--- config.mk ---
export PLATFORM = sky130hd
export DESIGN_NAME = xml_token_scanner
export DESIGN_NICKNAME = d
export VERILOG_FILES = /design/src/xts_pkg.sv /design/src/xml_token_scanner.sv
export SDC_FILE = /design/constraint.sdc
export NUM_CORES = 1
export LEC_CHECK = 0
export ABC_CLOCK_PERIOD_IN_PS = 5840
export BUFFER_PORTS_ARGS = -buffer_cell sky130_fd_sc_hd__buf_2
export CAP_MARGIN = 20
export CORE_ASPECT_RATIO = 0.6
export CORE_UTILIZATION = 59
export DETAILED_ROUTE_END_ITERATION = 10
export GPL_TIMING_DRIVEN = 0
export PLACE_DENSITY_LB_ADDON = 0.08
export SKIP_LAST_GASP = 1
export SLEW_MARGIN = 20
export SYNTH_ARGS = -nofsm -noshare
export SYNTH_HDL_FRONTEND = slang
export SYNTH_SLANG_ARGS = --single-unit
--- constraint.sdc ---
create_clock -name clock -period 5.84 [get_ports clock]
set_input_delay 0.292 -clock clock [delete_from_list [all_inputs] [get_ports clock]]
set_output_delay 0.292 -clock clock [all_outputs]
set_load 0.01 [all_outputs]
--- src/xts_pkg.sv ---
package xts_pkg;

   localparam int unsigned TOKEN_LIMIT = 511;
   localparam int unsigned MAX_RESULTS = 6;

   typedef enum logic [3:0] {
      MODE_IDLE    = 4'd0,
      MODE_TEXT    = 4'd1,
      MODE_LOOK    = 4'd2,
      MODE_ELEM    = 4'd3,
      MODE_END     = 4'd4,
      MODE_ASPACE  = 4'd5,
      MODE_ANAME   = 4'd6,
      MODE_AEQ     = 4'd7,
      MODE_AQUOTE  = 4'd8,
      MODE_AVAL    = 4'd9,
      MODE_COMMENT = 4'd10,
      MODE_DECL    = 4'd11
   } mode_type;

   typedef enum logic [2:0] {
      KIND_TEXT    = 3'd0,
      KIND_ELEM    = 3'd1,
      KIND_END     = 3'd2,
      KIND_ANAME   = 3'd3,
      KIND_AVAL    = 3'd4,
      KIND_COMMENT = 3'd5,
      KIND_DECL    = 3'd6
   } kind_type;

   typedef enum logic [1:0] {
      ERR_NONE      = 2'd0,
      ERR_QUOTE     = 2'd1,
      ERR_COMMENT   = 2'd2,
      ERR_DECL      = 2'd3
   } err_type;

   localparam logic [7:0] CH_LT    = 8'h3C;
   localparam logic [7:0] CH_GT    = 8'h3E;
   localparam logic [7:0] CH_SLASH = 8'h2F;
   localparam logic [7:0] CH_BANG  = 8'h21;
   localparam logic [7:0] CH_QMARK = 8'h3F;
   localparam logic [7:0] CH_DASH  = 8'h2D;
   localparam logic [7:0] CH_SPACE = 8'h20;
   localparam logic [7:0] CH_TAB   = 8'h09;
   localparam logic [7:0] CH_LF    = 8'h0A;
   localparam logic [7:0] CH_EQ    = 8'h3D;
   localparam logic [7:0] CH_DQ    = 8'h22;
   localparam logic [7:0] CH_SQ    = 8'h27;
   localparam logic [7:0] CH_X     = 8'h78;
   localparam logic [7:0] CH_M     = 8'h6D;
   localparam logic [7:0] CH_L     = 8'h6C;

   function automatic logic is_name(input logic [7:0] c);
      is_name = (c >= 8'h41 && c <= 8'h5A) || (c >= 8'h61 && c <= 8'h7A) ||
                c == 8'h5F || c == 8'h2E || c == CH_DASH;
   endfunction

   // opener byte at position idx: comment "<!--", declaration "<?xml"
   function automatic logic [7:0] opener_byte(input logic is_com, input logic [2:0] idx);
      logic [7:0] r;
      r = 8'h00;
      case (idx)
         3'd2: r = is_com ? CH_DASH : CH_X;
         3'd3: r = is_com ? CH_DASH : CH_M;
         3'd4: r = CH_L;
         default: r = 8'h00;
      endcase
      opener_byte = r;
   endfunction

endpackage

--- src/xml_token_scanner.sv ---
// Throughput: one scan step per cycle while an item is held; an item takes one step per
// result, consumed byte or re-dispatch.
// The scan engine stalls only while the result register is held by rsp_stall.
// Reset (synchronous, active high) returns the lexer to text level and empties
// both registers; lookahead bytes are not cleared.
module xml_token_scanner (
   input  logic       clock,
   input  logic       reset,
   input  logic       req_valid,
   output logic       req_stall,
   input  logic [7:0] req_data_byte,
   input  logic       req_last_byte,
   output logic       rsp_valid,
   input  logic       rsp_stall,
   output logic [2:0] rsp_node_kind,
   output logic [7:0] rsp_content_byte,
   output logic       rsp_content_valid,
   output logic       rsp_node_done,
   output logic [1:0] rsp_error_code
);

   xts_pkg::mode_type mode_ff, mode_in;
   logic [7:0] la_ff [4];
   logic [7:0] la_in [4];
   logic [2:0] la_cnt_ff, la_cnt_in;
   logic       inside_ff, inside_in;
   logic       dquote_ff, dquote_in;
   logic [8:0] tlen_ff, tlen_in;
   logic [2:0] rp_pos_ff, rp_pos_in;
   logic [2:0] rp_end_ff, rp_end_in;
   logic       c_done_ff, c_done_in;
   logic [2:0] emit_cnt_ff, emit_cnt_in;

   logic       in_valid_ff, in_valid_in;
   logic [7:0] in_byte_ff;
   logic       in_last_ff;

   logic       rsp_valid_ff, rsp_valid_in;
   logic [2:0] rsp_kind_ff;
   logic [7:0] rsp_byte_ff;
   logic       rsp_cvalid_ff;
   logic       rsp_done_ff;
   logic [1:0] rsp_err_ff;

   logic       out_free, step_en, replaying, finishing, accept, item_done;
   logic       consume, emit, emit_ok, is_com, below_limit;
   logic [7:0] cur;
   logic [2:0] n;
   xts_pkg::kind_type e_kind;
   logic [7:0] e_byte;
   logic       e_cvalid, e_done;
   xts_pkg::err_type e_err;

   assign out_free  = !rsp_valid_ff || !rsp_stall;
   assign step_en   = in_valid_ff && out_free;
   assign replaying = rp_pos_ff < rp_end_ff;
   assign finishing = !replaying && c_done_ff;
   assign cur       = replaying ? la_ff[rp_pos_ff[1:0]] : in_byte_ff;
   assign below_limit = tlen_ff < 9'(xts_pkg::TOKEN_LIMIT);
   assign is_com    = la_ff[1] == xts_pkg::CH_BANG;
   assign n         = (la_cnt_ff == 3'd0) ? 3'd1 : (la_cnt_ff > 3'd4) ? 3'd4 : la_cnt_ff;

   always_comb begin
      mode_in   = mode_ff;
      la_in     = la_ff;
      la_cnt_in = la_cnt_ff;
      inside_in = inside_ff;
      dquote_in = dquote_ff;
      tlen_in   = tlen_ff;
      rp_pos_in = rp_pos_ff;
      rp_end_in = rp_end_ff;
      c_done_in = c_done_ff;
      consume   = 1'b0;
      emit      = 1'b0;
      e_kind    = xts_pkg::KIND_TEXT;
      e_byte    = 8'h00;
      e_cvalid  = 1'b0;
      e_done    = 1'b0;
      e_err     = xts_pkg::ERR_NONE;
      item_done = 1'b0;

      if (finishing) begin
         if (mode_ff == xts_pkg::MODE_LOOK) begin
            rp_pos_in = 3'd1;
            rp_end_in = n;
            la_cnt_in = 3'd0;
            mode_in   = xts_pkg::MODE_ELEM;
            tlen_in   = 9'd0;
         end else begin
            e_done = 1'b1;
            case (mode_ff)
               xts_pkg::MODE_TEXT: begin
                  emit = 1'b1; e_kind = xts_pkg::KIND_TEXT;
               end
               xts_pkg::MODE_ELEM: begin
                  emit = 1'b1; e_kind = xts_pkg::KIND_ELEM;
               end
               xts_pkg::MODE_END: begin
                  emit = 1'b1; e_kind = xts_pkg::KIND_END;
               end
               xts_pkg::MODE_ASPACE, xts_pkg::MODE_ANAME, xts_pkg::MODE_AEQ,
               xts_pkg::MODE_AQUOTE, xts_pkg::MODE_AVAL: begin
                  emit = 1'b1; e_kind = xts_pkg::KIND_AVAL; e_err = xts_pkg::ERR_QUOTE;
               end
               xts_pkg::MODE_COMMENT: begin
                  emit = 1'b1; e_kind = xts_pkg::KIND_COMMENT; e_err = xts_pkg::ERR_COMMENT;
               end
               xts_pkg::MODE_DECL: begin
                  emit = 1'b1; e_kind = xts_pkg::KIND_DECL; e_err = xts_pkg::ERR_DECL;
               end
               default: emit = 1'b0;
            endcase
            item_done = 1'b1;
            mode_in   = xts_pkg::MODE_IDLE;
            la_cnt_in = 3'd0;
            inside_in = 1'b0;
            dquote_in = 1'b0;
            tlen_in   = 9'd0;
            rp_pos_in = 3'd0;
            rp_end_in = 3'd0;
         end
      end else begin
         case (mode_ff)
            xts_pkg::MODE_IDLE: begin
               if (cur == xts_pkg::CH_LT) begin
                  la_in[0] = cur; la_cnt_in = 3'd1; mode_in = xts_pkg::MODE_LOOK;
                  consume = 1'b1;
               end else if (cur == xts_pkg::CH_SPACE && inside_ff) begin
                  mode_in = xts_pkg::MODE_ASPACE; tlen_in = 9'd0; consume = 1'b1;
               end else if (cur == xts_pkg::CH_GT && inside_ff) begin
                  inside_in = 1'b0; consume = 1'b1;
               end else begin
                  mode_in = xts_pkg::MODE_TEXT; tlen_in = 9'd0;
               end
            end
            xts_pkg::MODE_TEXT: begin
               e_kind = xts_pkg::KIND_TEXT;
               if (cur == xts_pkg::CH_LT) begin
                  emit = 1'b1; e_done = 1'b1; mode_in = xts_pkg::MODE_IDLE;
               end else if (cur == xts_pkg::CH_LF) begin
                  consume = 1'b1;
               end else if (below_limit) begin
                  emit = 1'b1; e_byte = cur; e_cvalid = 1'b1;
                  tlen_in = tlen_ff + 9'd1; consume = 1'b1;
               end else begin
                  emit = 1'b1; e_done = 1'b1; mode_in = xts_pkg::MODE_IDLE;
               end
            end
            xts_pkg::MODE_LOOK: begin
               if (n == 3'd1 && cur == xts_pkg::CH_SLASH) begin
                  la_cnt_in = 3'd0; mode_in = xts_pkg::MODE_END; tlen_in = 9'd0;
                  consume = 1'b1;
               end else if (n == 3'd1 &&
                            (cur == xts_pkg::CH_BANG || cur == xts_pkg::CH_QMARK)) begin
                  la_in[1] = cur; la_cnt_in = 3'd2; consume = 1'b1;
               end else if (n != 3'd1 && n < (is_com ? 3'd4 : 3'd5) &&
                            cur == xts_pkg::opener_byte(is_com, n)) begin
                  consume = 1'b1;
                  if (n + 3'd1 == (is_com ? 3'd4 : 3'd5)) begin
                     la_cnt_in = 3'd0;
                     mode_in   = is_com ? xts_pkg::MODE_COMMENT : xts_pkg::MODE_DECL;
                  end else begin
                     la_in[n[1:0]] = cur;
                     la_cnt_in     = n + 3'd1;
                  end
               end else begin
                  // failed opener: '<' starts an element, buffered bytes go again
                  rp_pos_in = 3'd1;
                  rp_end_in = n;
                  la_cnt_in = 3'd0;
                  mode_in   = xts_pkg::MODE_ELEM;
                  tlen_in   = 9'd0;
               end
            end
            xts_pkg::MODE_ELEM: begin
               e_kind = xts_pkg::KIND_ELEM;
               if (xts_pkg::is_name(cur) && below_limit) begin
                  emit = 1'b1; e_byte = cur; e_cvalid = 1'b1;
                  tlen_in = tlen_ff + 9'd1; consume = 1'b1;
               end else if (xts_pkg::is_name(cur)) begin
                  emit = 1'b1; e_done = 1'b1; mode_in = xts_pkg::MODE_IDLE;
               end else begin
                  emit = 1'b1; e_done = 1'b1; mode_in = xts_pkg::MODE_IDLE;
                  if (cur == xts_pkg::CH_GT) begin
                     inside_in = 1'b0; consume = 1'b1;
                  end else begin
                     inside_in = 1'b1;
                  end
               end
            end
            xts_pkg::MODE_END: begin
               e_kind = xts_pkg::KIND_END;
               if (xts_pkg::is_name(cur)) begin
                  consume = 1'b1;
                  if (below_limit) begin
                     emit = 1'b1; e_byte = cur; e_cvalid = 1'b1; tlen_in = tlen_ff + 9'd1;
                  end
               end else begin
                  emit = 1'b1; e_done = 1'b1; inside_in = 1'b0;
                  mode_in = xts_pkg::MODE_IDLE;
                  consume = cur == xts_pkg::CH_GT;
               end
            end
            xts_pkg::MODE_ASPACE: begin
               if (cur == xts_pkg::CH_SPACE || cur == xts_pkg::CH_TAB) begin
                  consume = 1'b1;
               end else begin
                  mode_in = xts_pkg::is_name(cur) ? xts_pkg::MODE_ANAME : xts_pkg::MODE_AEQ;
               end
            end
            xts_pkg::MODE_ANAME: begin
               e_kind = xts_pkg::KIND_ANAME;
               if (xts_pkg::is_name(cur)) begin
                  consume = 1'b1;
                  if (below_limit) begin
                     emit = 1'b1; e_byte = cur; e_cvalid = 1'b1; tlen_in = tlen_ff + 9'd1;
                  end
               end else begin
                  mode_in = xts_pkg::MODE_AEQ;
               end
            end
            xts_pkg::MODE_AEQ: begin
               consume = 1'b1;
               if (cur == xts_pkg::CH_EQ) mode_in = xts_pkg::MODE_AQUOTE;
            end
            xts_pkg::MODE_AQUOTE: begin
               e_kind = xts_pkg::KIND_AVAL;
               if (cur == xts_pkg::CH_DQ || cur == xts_pkg::CH_SQ) begin
                  dquote_in = cur == xts_pkg::CH_DQ;
                  tlen_in   = 9'd0;
                  mode_in   = xts_pkg::MODE_AVAL;
                  consume   = 1'b1;
               end else begin
                  emit = 1'b1; e_done = 1'b1; e_err = xts_pkg::ERR_QUOTE;
                  mode_in = xts_pkg::MODE_IDLE;
               end
            end
            xts_pkg::MODE_AVAL: begin
               e_kind  = xts_pkg::KIND_AVAL;
               consume = 1'b1;
               if (cur == (dquote_ff ? xts_pkg::CH_DQ : xts_pkg::CH_SQ)) begin
                  emit = 1'b1; e_done = 1'b1; mode_in = xts_pkg::MODE_IDLE;
               end else if (below_limit) begin
                  emit = 1'b1; e_byte = cur; e_cvalid = 1'b1; tlen_in = tlen_ff + 9'd1;
               end
            end
            xts_pkg::MODE_COMMENT: begin
               e_kind  = xts_pkg::KIND_COMMENT;
               consume = 1'b1;
               if (cur == xts_pkg::CH_DASH) begin
                  if (la_cnt_ff < 3'd2) la_cnt_in = la_cnt_ff + 3'd1;
               end else if (cur == xts_pkg::CH_GT && la_cnt_ff >= 3'd2) begin
                  emit = 1'b1; e_done = 1'b1; la_cnt_in = 3'd0;
                  mode_in = xts_pkg::MODE_IDLE;
               end else begin
                  la_cnt_in = 3'd0;
               end
            end
            xts_pkg::MODE_DECL: begin
               e_kind  = xts_pkg::KIND_DECL;
               consume = 1'b1;
               if (cur == xts_pkg::CH_GT && la_cnt_ff != 3'd0) begin
                  emit = 1'b1; e_done = 1'b1; la_cnt_in = 3'd0;
                  mode_in = xts_pkg::MODE_IDLE;
               end else begin
                  la_cnt_in = (cur == xts_pkg::CH_QMARK) ? 3'd1 : 3'd0;
               end
            end
            default: mode_in = xts_pkg::MODE_IDLE;
         endcase

         if (consume) begin
            if (replaying) begin
               rp_pos_in = rp_pos_ff + 3'd1;
            end else begin
               c_done_in = 1'b1;
               item_done = !in_last_ff;
            end
         end
      end
   end

   assign emit_ok   = emit && (emit_cnt_ff < 3'(xts_pkg::MAX_RESULTS));
   assign accept    = req_valid && !req_stall;
   assign req_stall = in_valid_ff && !(step_en && item_done);

   always_comb begin
      in_valid_in = in_valid_ff;
      if (step_en && item_done) in_valid_in = 1'b0;
      if (accept) in_valid_in = 1'b1;
      rsp_valid_in = rsp_valid_ff;
      if (out_free) rsp_valid_in = step_en && emit_ok;
      emit_cnt_in = emit_cnt_ff;
      if (step_en && emit_ok) emit_cnt_in = emit_cnt_ff + 3'd1;
      if (accept) emit_cnt_in = 3'd0;
   end

   always_ff @(posedge clock) begin
      if (reset) begin
         mode_ff      <= xts_pkg::MODE_IDLE;
         la_cnt_ff    <= 3'd0;
         inside_ff    <= 1'b0;
         dquote_ff    <= 1'b0;
         tlen_ff      <= 9'd0;
         rp_pos_ff    <= 3'd0;
         rp_end_ff    <= 3'd0;
         c_done_ff    <= 1'b0;
         emit_cnt_ff  <= 3'd0;
         in_valid_ff  <= 1'b0;
         rsp_valid_ff <= 1'b0;
      end else begin
         in_valid_ff  <= in_valid_in;
         rsp_valid_ff <= rsp_valid_in;
         emit_cnt_ff  <= emit_cnt_in;
         if (step_en) begin
            mode_ff   <= mode_in;
            la_cnt_ff <= la_cnt_in;
            inside_ff <= inside_in;
            dquote_ff <= dquote_in;
            tlen_ff   <= tlen_in;
            rp_pos_ff <= rp_pos_in;
            rp_end_ff <= rp_end_in;
         end
         if (accept) c_done_ff <= 1'b0;
         else if (step_en) c_done_ff <= c_done_in;
      end
   end

   always_ff @(posedge clock) begin
      if (step_en) la_ff <= la_in;
      if (accept) begin
         in_byte_ff <= req_data_byte;
         in_last_ff <= req_last_byte;
      end
      if (out_free && step_en && emit_ok) begin
         rsp_kind_ff   <= e_kind;
         rsp_byte_ff   <= e_byte;
         rsp_cvalid_ff <= e_cvalid;
         rsp_done_ff   <= e_done;
         rsp_err_ff    <= e_err;
      end
   end

   assign rsp_valid         = rsp_valid_ff;
   assign rsp_node_kind     = rsp_kind_ff;
   assign rsp_content_byte  = rsp_byte_ff;
   assign rsp_content_valid = rsp_cvalid_ff;
   assign rsp_node_done     = rsp_done_ff;
   assign rsp_error_code    = rsp_err_ff;

   a_err_on_done: assert property (@(posedge clock) disable iff (reset)
      rsp_valid_ff && rsp_err_ff != xts_pkg::ERR_NONE |-> rsp_done_ff && !rsp_cvalid_ff)
      else $error("error code on a content item");

   a_replay_range: assert property (@(posedge clock) disable iff (reset)
      rp_pos_ff <= rp_end_ff || rp_end_ff <= 3'd1)
      else $error("replay pointer out of range");

   a_replay_mode: assert property (@(posedge clock) disable iff (reset)
      replaying |-> mode_ff != xts_pkg::MODE_LOOK && mode_ff != xts_pkg::MODE_COMMENT &&
                    mode_ff != xts_pkg::MODE_DECL)
      else $error("replay entered an opener mode");

   a_emit_cap: assert property (@(posedge clock) disable iff (reset)
      emit_cnt_ff <= 3'(xts_pkg::MAX_RESULTS))
      else $error("too many results for one item");

endmodule

# After elaboration in Yosys (flattened, before gate mapping)
# Index checks and enable logic that the tools add are counted.
[classes] eq_ne=72 n_reduce_logical=63 muxes=170 order_cmp=14 n_bitwise=7 addsub=5
[op_table] cell="8-bit 2-to-1 mux" n=17
[op_table] cell="9-bit 2-to-1 mux" n=14
[op_table] cell="8-bit by 6-bit equality test with 1-bit output, second input constant" n=12
[op_table] cell="32-bit 2-to-1 mux" n=3
[op_table] cell="4-bit 2-to-1 mux" n=21
[op_table] cell="3-bit 2-to-1 mux" n=26
[op_table] cell="1-bit 2-to-1 mux" n=66
[op_table] cell="9-bit one-hot mux with 7 select lines" n=1
[op_table] cell="3-bit != test, second input constant" n=19
[op_table] cell="4-bit one-hot mux with 12 select lines" n=1
[op_table] cell="32-bit bitwise mux" n=1
[op_table] cell="8-bit one-hot mux with 4 select lines" n=1
[op_table] cell="4-bit != test, second input constant" n=6
[op_table] cell="1-bit logical AND" n=21
[op_table] cell="7-bit one-hot mux with 3 select lines" n=1
[op_table] cell="2-bit != test, second input constant" n=9
[op_table] cell="3-bit one-hot mux with 6 select lines" n=1
[op_table] cell="8-bit binary-select mux with 2-bit select" n=1
[op_table] cell="8-bit demux with 2-bit select" n=1
[op_table] cell="4-bit by 3-bit equality test with 1-bit output, second input constant" n=4
[op_table] cell="4-bit equality test, second input constant" n=4
[op_table] cell="8-bit by 4-bit equality test with 1-bit output, second input constant" n=2
[op_table] cell="8-bit by 7-bit greater-or-equal comparator with 1-bit output, second input constant" n=2
[op_table] cell="8-bit by 7-bit less-or-equal comparator with 1-bit output, second input constant" n=2
[op_table] cell="other kinds (58)" n=95
[totals] word_cells=353 out_inout_bits=17 regBits=86 inputBits=13

# Longest topological paths before layout
[depth] word_depth=27 depth_mapped=17 depth_no_buf=17

# Worst setup path after synthesis
# OpenSTA, ideal clock, no wires.
[synth_timing] path_kind="register to register" start="register rp_end_ff[2]" end="register emit_cnt_ff[2]" path_buffers=1 path_stages_with_launch=14 setup_ps=165 slack_ps=1203 synth_period_minus_slack_ps=4637 arrival_ps=4472 cell_sequence="dfxtp_1 > inv_1 > ha_1 > a21oi_1 > o21a_1 > clkbuf_1 > mux2i_1 > o21ai_0 > a2111oi_0 > o21a_1 > o22ai_1 > a2111oi_2 > a21bo_2 > a211oi_1"
[synth_between] elab_chain_len=20 word_cells_on_any_way=79 classes_between="order compare (5); eq/ne (15); mux (32); reduce/logical (27)"
[synth_rtl] element="from (decl)" line="xml_token_scanner.sv:30" source="logic [2:0] rp_end_ff, rp_end_in;"
[synth_rtl] element="from (signal assigned)" line="xml_token_scanner.sv:322" source="rp_end_ff <= rp_end_in;"
[synth_rtl] element="3-bit less-than comparator *" line="xml_token_scanner.sv:56" source="assign replaying = rp_pos_ff < rp_end_ff;"
[synth_rtl] element="8-bit 2-to-1 mux" line="xml_token_scanner.sv:58" source="assign cur = replaying ? la_ff[rp_pos_ff[1:0]] : in_byte_ff;"
[synth_rtl] element="8-bit by 7-bit greater-or-equal comparator with 1-bit output or 8-bit by 7-bit less-or-equal comparator with 1-bit output (tied branches)" line="xts_pkg.sv:55" source="is_name = (c >= 8'h41 && c <= 8'h5A) || (c >= 8'h61 && c <= 8'h7A) ||"
[synth_rtl] element="1-bit logical AND" line="xts_pkg.sv:55"
[synth_rtl] element="1-bit logical OR (2 in series)" line="xts_pkg.sv:55"
[synth_rtl] element="1-bit logical OR (2 in series)" line="xts_pkg.sv:56" source="c == 8'h5F || c == 8'h2E || c == CH_DASH;"
[synth_rtl] element="1-bit 2-to-1 mux or 1-bit logical AND (tied branches)" line="xml_token_scanner.sv:180, xml_token_scanner.sv:177"
[synth_rtl] element="1-bit 2-to-1 mux" line="xml_token_scanner.sv:177" source="if (xts_pkg::is_name(cur) && below_limit) begin"
[synth_rtl] element="(+2 left out)"
[synth_rtl] element="1-bit 2-to-1 mux" line="xml_token_scanner.sv:272" source="if (consume) begin"
[synth_rtl] element="1-bit 2-to-1 mux" line="xml_token_scanner.sv:82" source="if (finishing) begin"
[synth_rtl] element="1-bit logical AND" line="xml_token_scanner.sv:285" source="assign req_stall = in_valid_ff && !(step_en && item_done);"
[synth_rtl] element="1-bit zero test" line="xml_token_scanner.sv:285"
[synth_rtl] element="1-bit logical AND" line="xml_token_scanner.sv:285"
[synth_rtl] element="1-bit zero test" line="xml_token_scanner.sv:284" source="assign accept = req_valid && !req_stall;"
[synth_rtl] element="1-bit logical AND" line="xml_token_scanner.sv:284"
[synth_rtl] element="2-bit OR reduction (no line)"
[synth_rtl] element="to (signal assigned)" line="xml_token_scanner.sv:314" source="emit_cnt_ff <= emit_cnt_in;"
[synth_rtl] element="to (decl)" line="xml_token_scanner.sv:32" source="logic [2:0] emit_cnt_ff, emit_cnt_in;"
# Every way passes the cells marked *; elsewhere a longest branch is shown, timed or not. The select of a mux whose other input is x is not followed.
# A chain may end at the register's enable or synchronous reset.

# Worst setup path after layout
[layout_timing] start="register rp_end_ff[2]" end="register in_byte_ff[6] (enable)"
[layout_between] elab_chain_len=19 word_cells_on_any_way=62 classes_between="order compare (5); eq/ne (14); mux (21); reduce/logical (22)"
[layout_rtl] element="3-bit less-than comparator *" line="xml_token_scanner.sv:56"
[layout_rtl] element="8-bit 2-to-1 mux *" line="xml_token_scanner.sv:58"
[layout_rtl] element="named net cur[4]" line="xml_token_scanner.sv:47" source="logic [7:0] cur;"
[layout_rtl] element="8-bit by 7-bit greater-or-equal comparator with 1-bit output or 8-bit by 7-bit less-or-equal comparator with 1-bit output (tied branches)" line="xts_pkg.sv:55"
[layout_rtl] element="1-bit logical AND" line="xts_pkg.sv:55"
[layout_rtl] element="1-bit logical OR (2 in series)" line="xts_pkg.sv:55"
[layout_rtl] element="1-bit logical OR (2 in series)" line="xts_pkg.sv:56"
[layout_rtl] element="1-bit 2-to-1 mux or 1-bit logical AND (tied branches)" line="xml_token_scanner.sv:180, xml_token_scanner.sv:177"
[layout_rtl] element="(+3 left out)"
[layout_rtl] element="1-bit 2-to-1 mux *" line="xml_token_scanner.sv:272"
[layout_rtl] element="1-bit 2-to-1 mux *" line="xml_token_scanner.sv:82"
[layout_rtl] element="1-bit logical AND *" line="xml_token_scanner.sv:285"
[layout_rtl] element="1-bit zero test *" line="xml_token_scanner.sv:285"
[layout_rtl] element="1-bit logical AND *" line="xml_token_scanner.sv:285"
[layout_rtl] element="1-bit zero test *" line="xml_token_scanner.sv:284"
[layout_rtl] element="1-bit logical AND *" line="xml_token_scanner.sv:284"
[layout_rtl] element="named net accept" line="xml_token_scanner.sv:45" source="logic out_free, step_en, replaying, finishing, accept, item_done;"
[layout_rtl] element="to (signal assigned)" line="xml_token_scanner.sv:332" source="in_byte_ff <= req_data_byte;"
[layout_rtl] element="to (decl)" line="xml_token_scanner.sv:35" source="logic [7:0] in_byte_ff;"
# Mark *: on every way through the listed nets, which the timed path passes. The rest lies on a longest branch. The select of a mux whose other input is x is not followed.

==> impl_metrics.json <==
{
  "synth_async_sr_flop_share_pct": 0,
  "yosys.area_share.simple_pct": 22.6,
  "cts_buffers": 9,
  "ant_nets": 0,
  "cap_violations": 0,
  "gp_congestion": 1.03,
  "drtIter0Drc": 972,
  "p_leak_nw": 2.26,
  "clock_latency_ns": 0.35,
  "cp_slowest_stage_delay_ns": 0.86,
  "yosysTopAreaCell": "edfxtp_1",
  "clk_pin_slew_ns": 0.06,
  "via_per_inst": 7.05,
  "start_kind": "flip-flop",
  "cts_tree": "yes",
  "powerDensity_nw_per_um2": 265,
  "cp_num_buf_inv": 4,
  "wire_per_inst_um": 23.0,
  "post-route-drc-count": 0,
  "netlist_area_um2": 5530,
  "critPathSlowestCell": "a221oi_2",
  "fp.dieH_um": 77.0,
  "yosysWarnings": 0,
  "postCtsSetupRepairBufs": 0,
  "fin_util_pct": 70.0,
  "setup_viol": 0,
  "end_kind": "flip-flop",
  "detail_route.first_pass.iterations": 6,
  "grt_use_total_pct": 37.6,
  "antenna_found_initial": 0,
  "grt_pass1_wl_um": 27400,
  "period_share_pct": 91.8,
  "crit_chain": "inv_1 > ha_1 > a21oi_1 > o21a_1 > clkbuf_1 > mux2i_1 > clkbuf_1 > inv_1 > a221oi_1 > and4_1 > nand2_1 > a21oi_1 > nor4_4 > a221oi_2",
  "cts_root_buf": "clkbuf_16",
  "cts_hold_buf": 0,
  "critPathTopFamily": "compound AO/OA/AOI/OAI gates",
  "wirelength_um": 17800,
  "synth_top_family_by_area": "simple AND/OR/NAND/NOR gates",
  "seqCellArea_um2": 2280,
  "areaGrowthSynthToFinish_pct": 11.2,
  "post-dp-hpwl_um": 13300,
  "synth-adder-area-share_pct": 2.94,
  "synthTopCellsByCount": "nor2_1 (89), edfxtp_1 (56), nand2_1 (50)",
  "synth_ff_type": "edfxtp_1",
  "synthXorXnorAreaFrac_pct": 0.792,
  "grt_remaining_overflow": 0,
  "synth.most_common_cell": "nor2_1",
  "synth.distinct_cells": 72,
  "vias": 5459,
  "slew_headroom_pct": 29.0,
  "avgSynthCellArea_um2": 8.99,
  "die_w_um": 127,
  "synth.ff_latch_count": 86,
  "totalPowerFinal_mw": 1.63,
  "hp-class": "primary input to flip-flop",
  "setup_tns_ns": 0,
  "rsz0062_at_grt": "no",
  "diodes": 0,
  "dieArea_um2": 9780,
  "clock-sinks": 86,
  "synth_edf_count": 56,
  "ioPinCount": 30,
  "finalNetCount": 683,
  "coreArea_um2": 8780,
  "worst_pin_slew_ns": 1.06,
  "rows": 26,
  "fmax_mhz": 187,
  "synth_top_area_share_pct": 30.4,
  "ir_drop_mv": 0.223,
  "htreeDepth": 3,
  "first_global_vias": 5059,
  "grt_start_max_net_pins": 16,
  "multiInputGateArea_um2": 3020,
  "outcome": "finished, final reports clean",
  "cts_buffer_depth": 2,
  "synthMuxAreaShare_pct": 8.28,
  "drive_gt1_share_pct": 11.5,
  "cp.arrival_ns": 5.33,
  "crit_type": "flip-flop to flip-flop",
  "fill_cells": 683,
  "worstPathMaxFanout": 13,
  "synthCells": 615,
  "syn_nets": 641,
  "synth_compound_area_share_pct": 19.4,
  "cp.required_ns": 5.80,
  "hold_viol_final": 0,
  "finClkSkew_ns": 0.0100,
  "min_period_ns": 5.36,
  "cts.repair.resized": 0,
  "slew_viol_final": 0,
  "port_buffers": 29,
  "synth_area_leaders": "edfxtp_1 (30%), dfxtp_1 (11%), nor2_1 (6.0%), mux2i_1 (4.3%), a21oi_1 (4.1%)",
  "start_util_pct": 63.0,
  "ys_seq_area_share_pct": 41.3
}
-- placed cells by master (no fill, tap or decap), types with 5 or more instances in the layout --
master,synthesis,routed
mux2i_1,24,24
clkbuf_1,26,26
edfxtp_1,56,56
and2_1,5,5
a21oi_1,45,45
and3_1,8,8
dfxtp_1,30,30
nor3_1,27,26
o21a_1,6,6
nand4_1,7,7
clkbuf_16,0,9
a211oi_1,5,5
a31oi_1,6,6
nand2_1,50,50
nor3b_1,6,6
nor2_1,89,89
o21ai_0,31,31
nor4_1,9,8
inv_1,28,28
a32o_1,7,7
nand2b_1,11,11
nand3_1,16,16
mux4_2,8,8
nor2b_1,8,8
o21ai_1,6,6
buf_2,4,33
ha_1,13,13
-- layout make-up --
class                           instances  share of cell area (%)
Buffer                                 33                    2.34
Clock buffer                            9                    3.66
Clock inverter                          7                    1.16
Inverter                               29                    1.77
Multi-Input combinational cell        467                    49.1
Sequential cell                        86                    37.1
Tap cell                              112                    2.28
Timing Repair Buffer                   31                    2.60
-- where the power goes --
part | total (mW) | internal (mW) | switching (mW)
logic | 0.365 | 0.109 | 0.257
clock network | 0.582 | 0.332 | 0.249
registers | 0.681 | 0.668 | 0.0124
total | 1.63 | 1.11 | 0.518
-- cell families after synthesis --
| group | after synthesis |
|---|---|
| fa+ha+maj | 13 |
| compound gates | 158 |
| mux | 35 |
| other cells | 1 |
| buf+inv | 62 |
| xor+xnor | 5 |
| flops | 86 |
| simple gates | 255 |
-- sequential cells by signal (all words and copies together), names as in the netlist --
name and count:
in_byte_ff 8, tlen_ff 9, rp_pos_ff 3, mode_ff 4, rsp_node_done 1, rsp_content_valid 1
in_last_ff 1, inside_ff 1, la_ff 32, dquote_ff 1, la_cnt_ff 3, rsp_node_kind 3
rp_end_ff 3, emit_cnt_ff 3, in_valid_ff 1, rsp_content_byte 8, c_done_ff 1, rsp_valid 1
rsp_error_code 2
-- per-stage QoR --
| step | setup WS (ns) | area (um^2) | std cells | hold slack, ns |
|---|---|---|---|---|
| floorplan | 1.20 | 5530 | 615 | 0.391 |
| global placement | -0.289 | 5820 | 756 | 0.439 |
| detailed placement | 0.504 | 5850 | 758 | 0.463 |
| CTS | 0.480 | 6150 | 774 | 0.121 |
| global route | 0.177 | 6150 | 774 | 0.119 |
| finish | 0.479 | 6150 | 774 | 0.121 |
-- per-layer routing --
metal	routed length, um	global-route usage, %	vias to the layer above	share of wire (%)
li1	-	-	2398	-
met1	7190	55.1	2527	40
met2	6940	50.4	482	39
met3	3360	16.7	52	19
met4	305	7.62	0	1.7
met5	0	0	-	0
-- worst paths after layout --
path | cells past startpoint | endpoint | from | slack [ns]
setup / recovery | 14 | in_byte_ff[6] | rp_end_ff[2] | 0.48
hold / removal | 1 | in_byte_ff[0] | req_data_byte[0] | 0.12
setup reg to reg | 14 | in_byte_ff[6] | rp_end_ff[2] | 0.48
hold reg to reg | 2 | rp_end_ff[2] | rp_end_ff[2] | 0.47
Power figures use the tool's default switching activity.
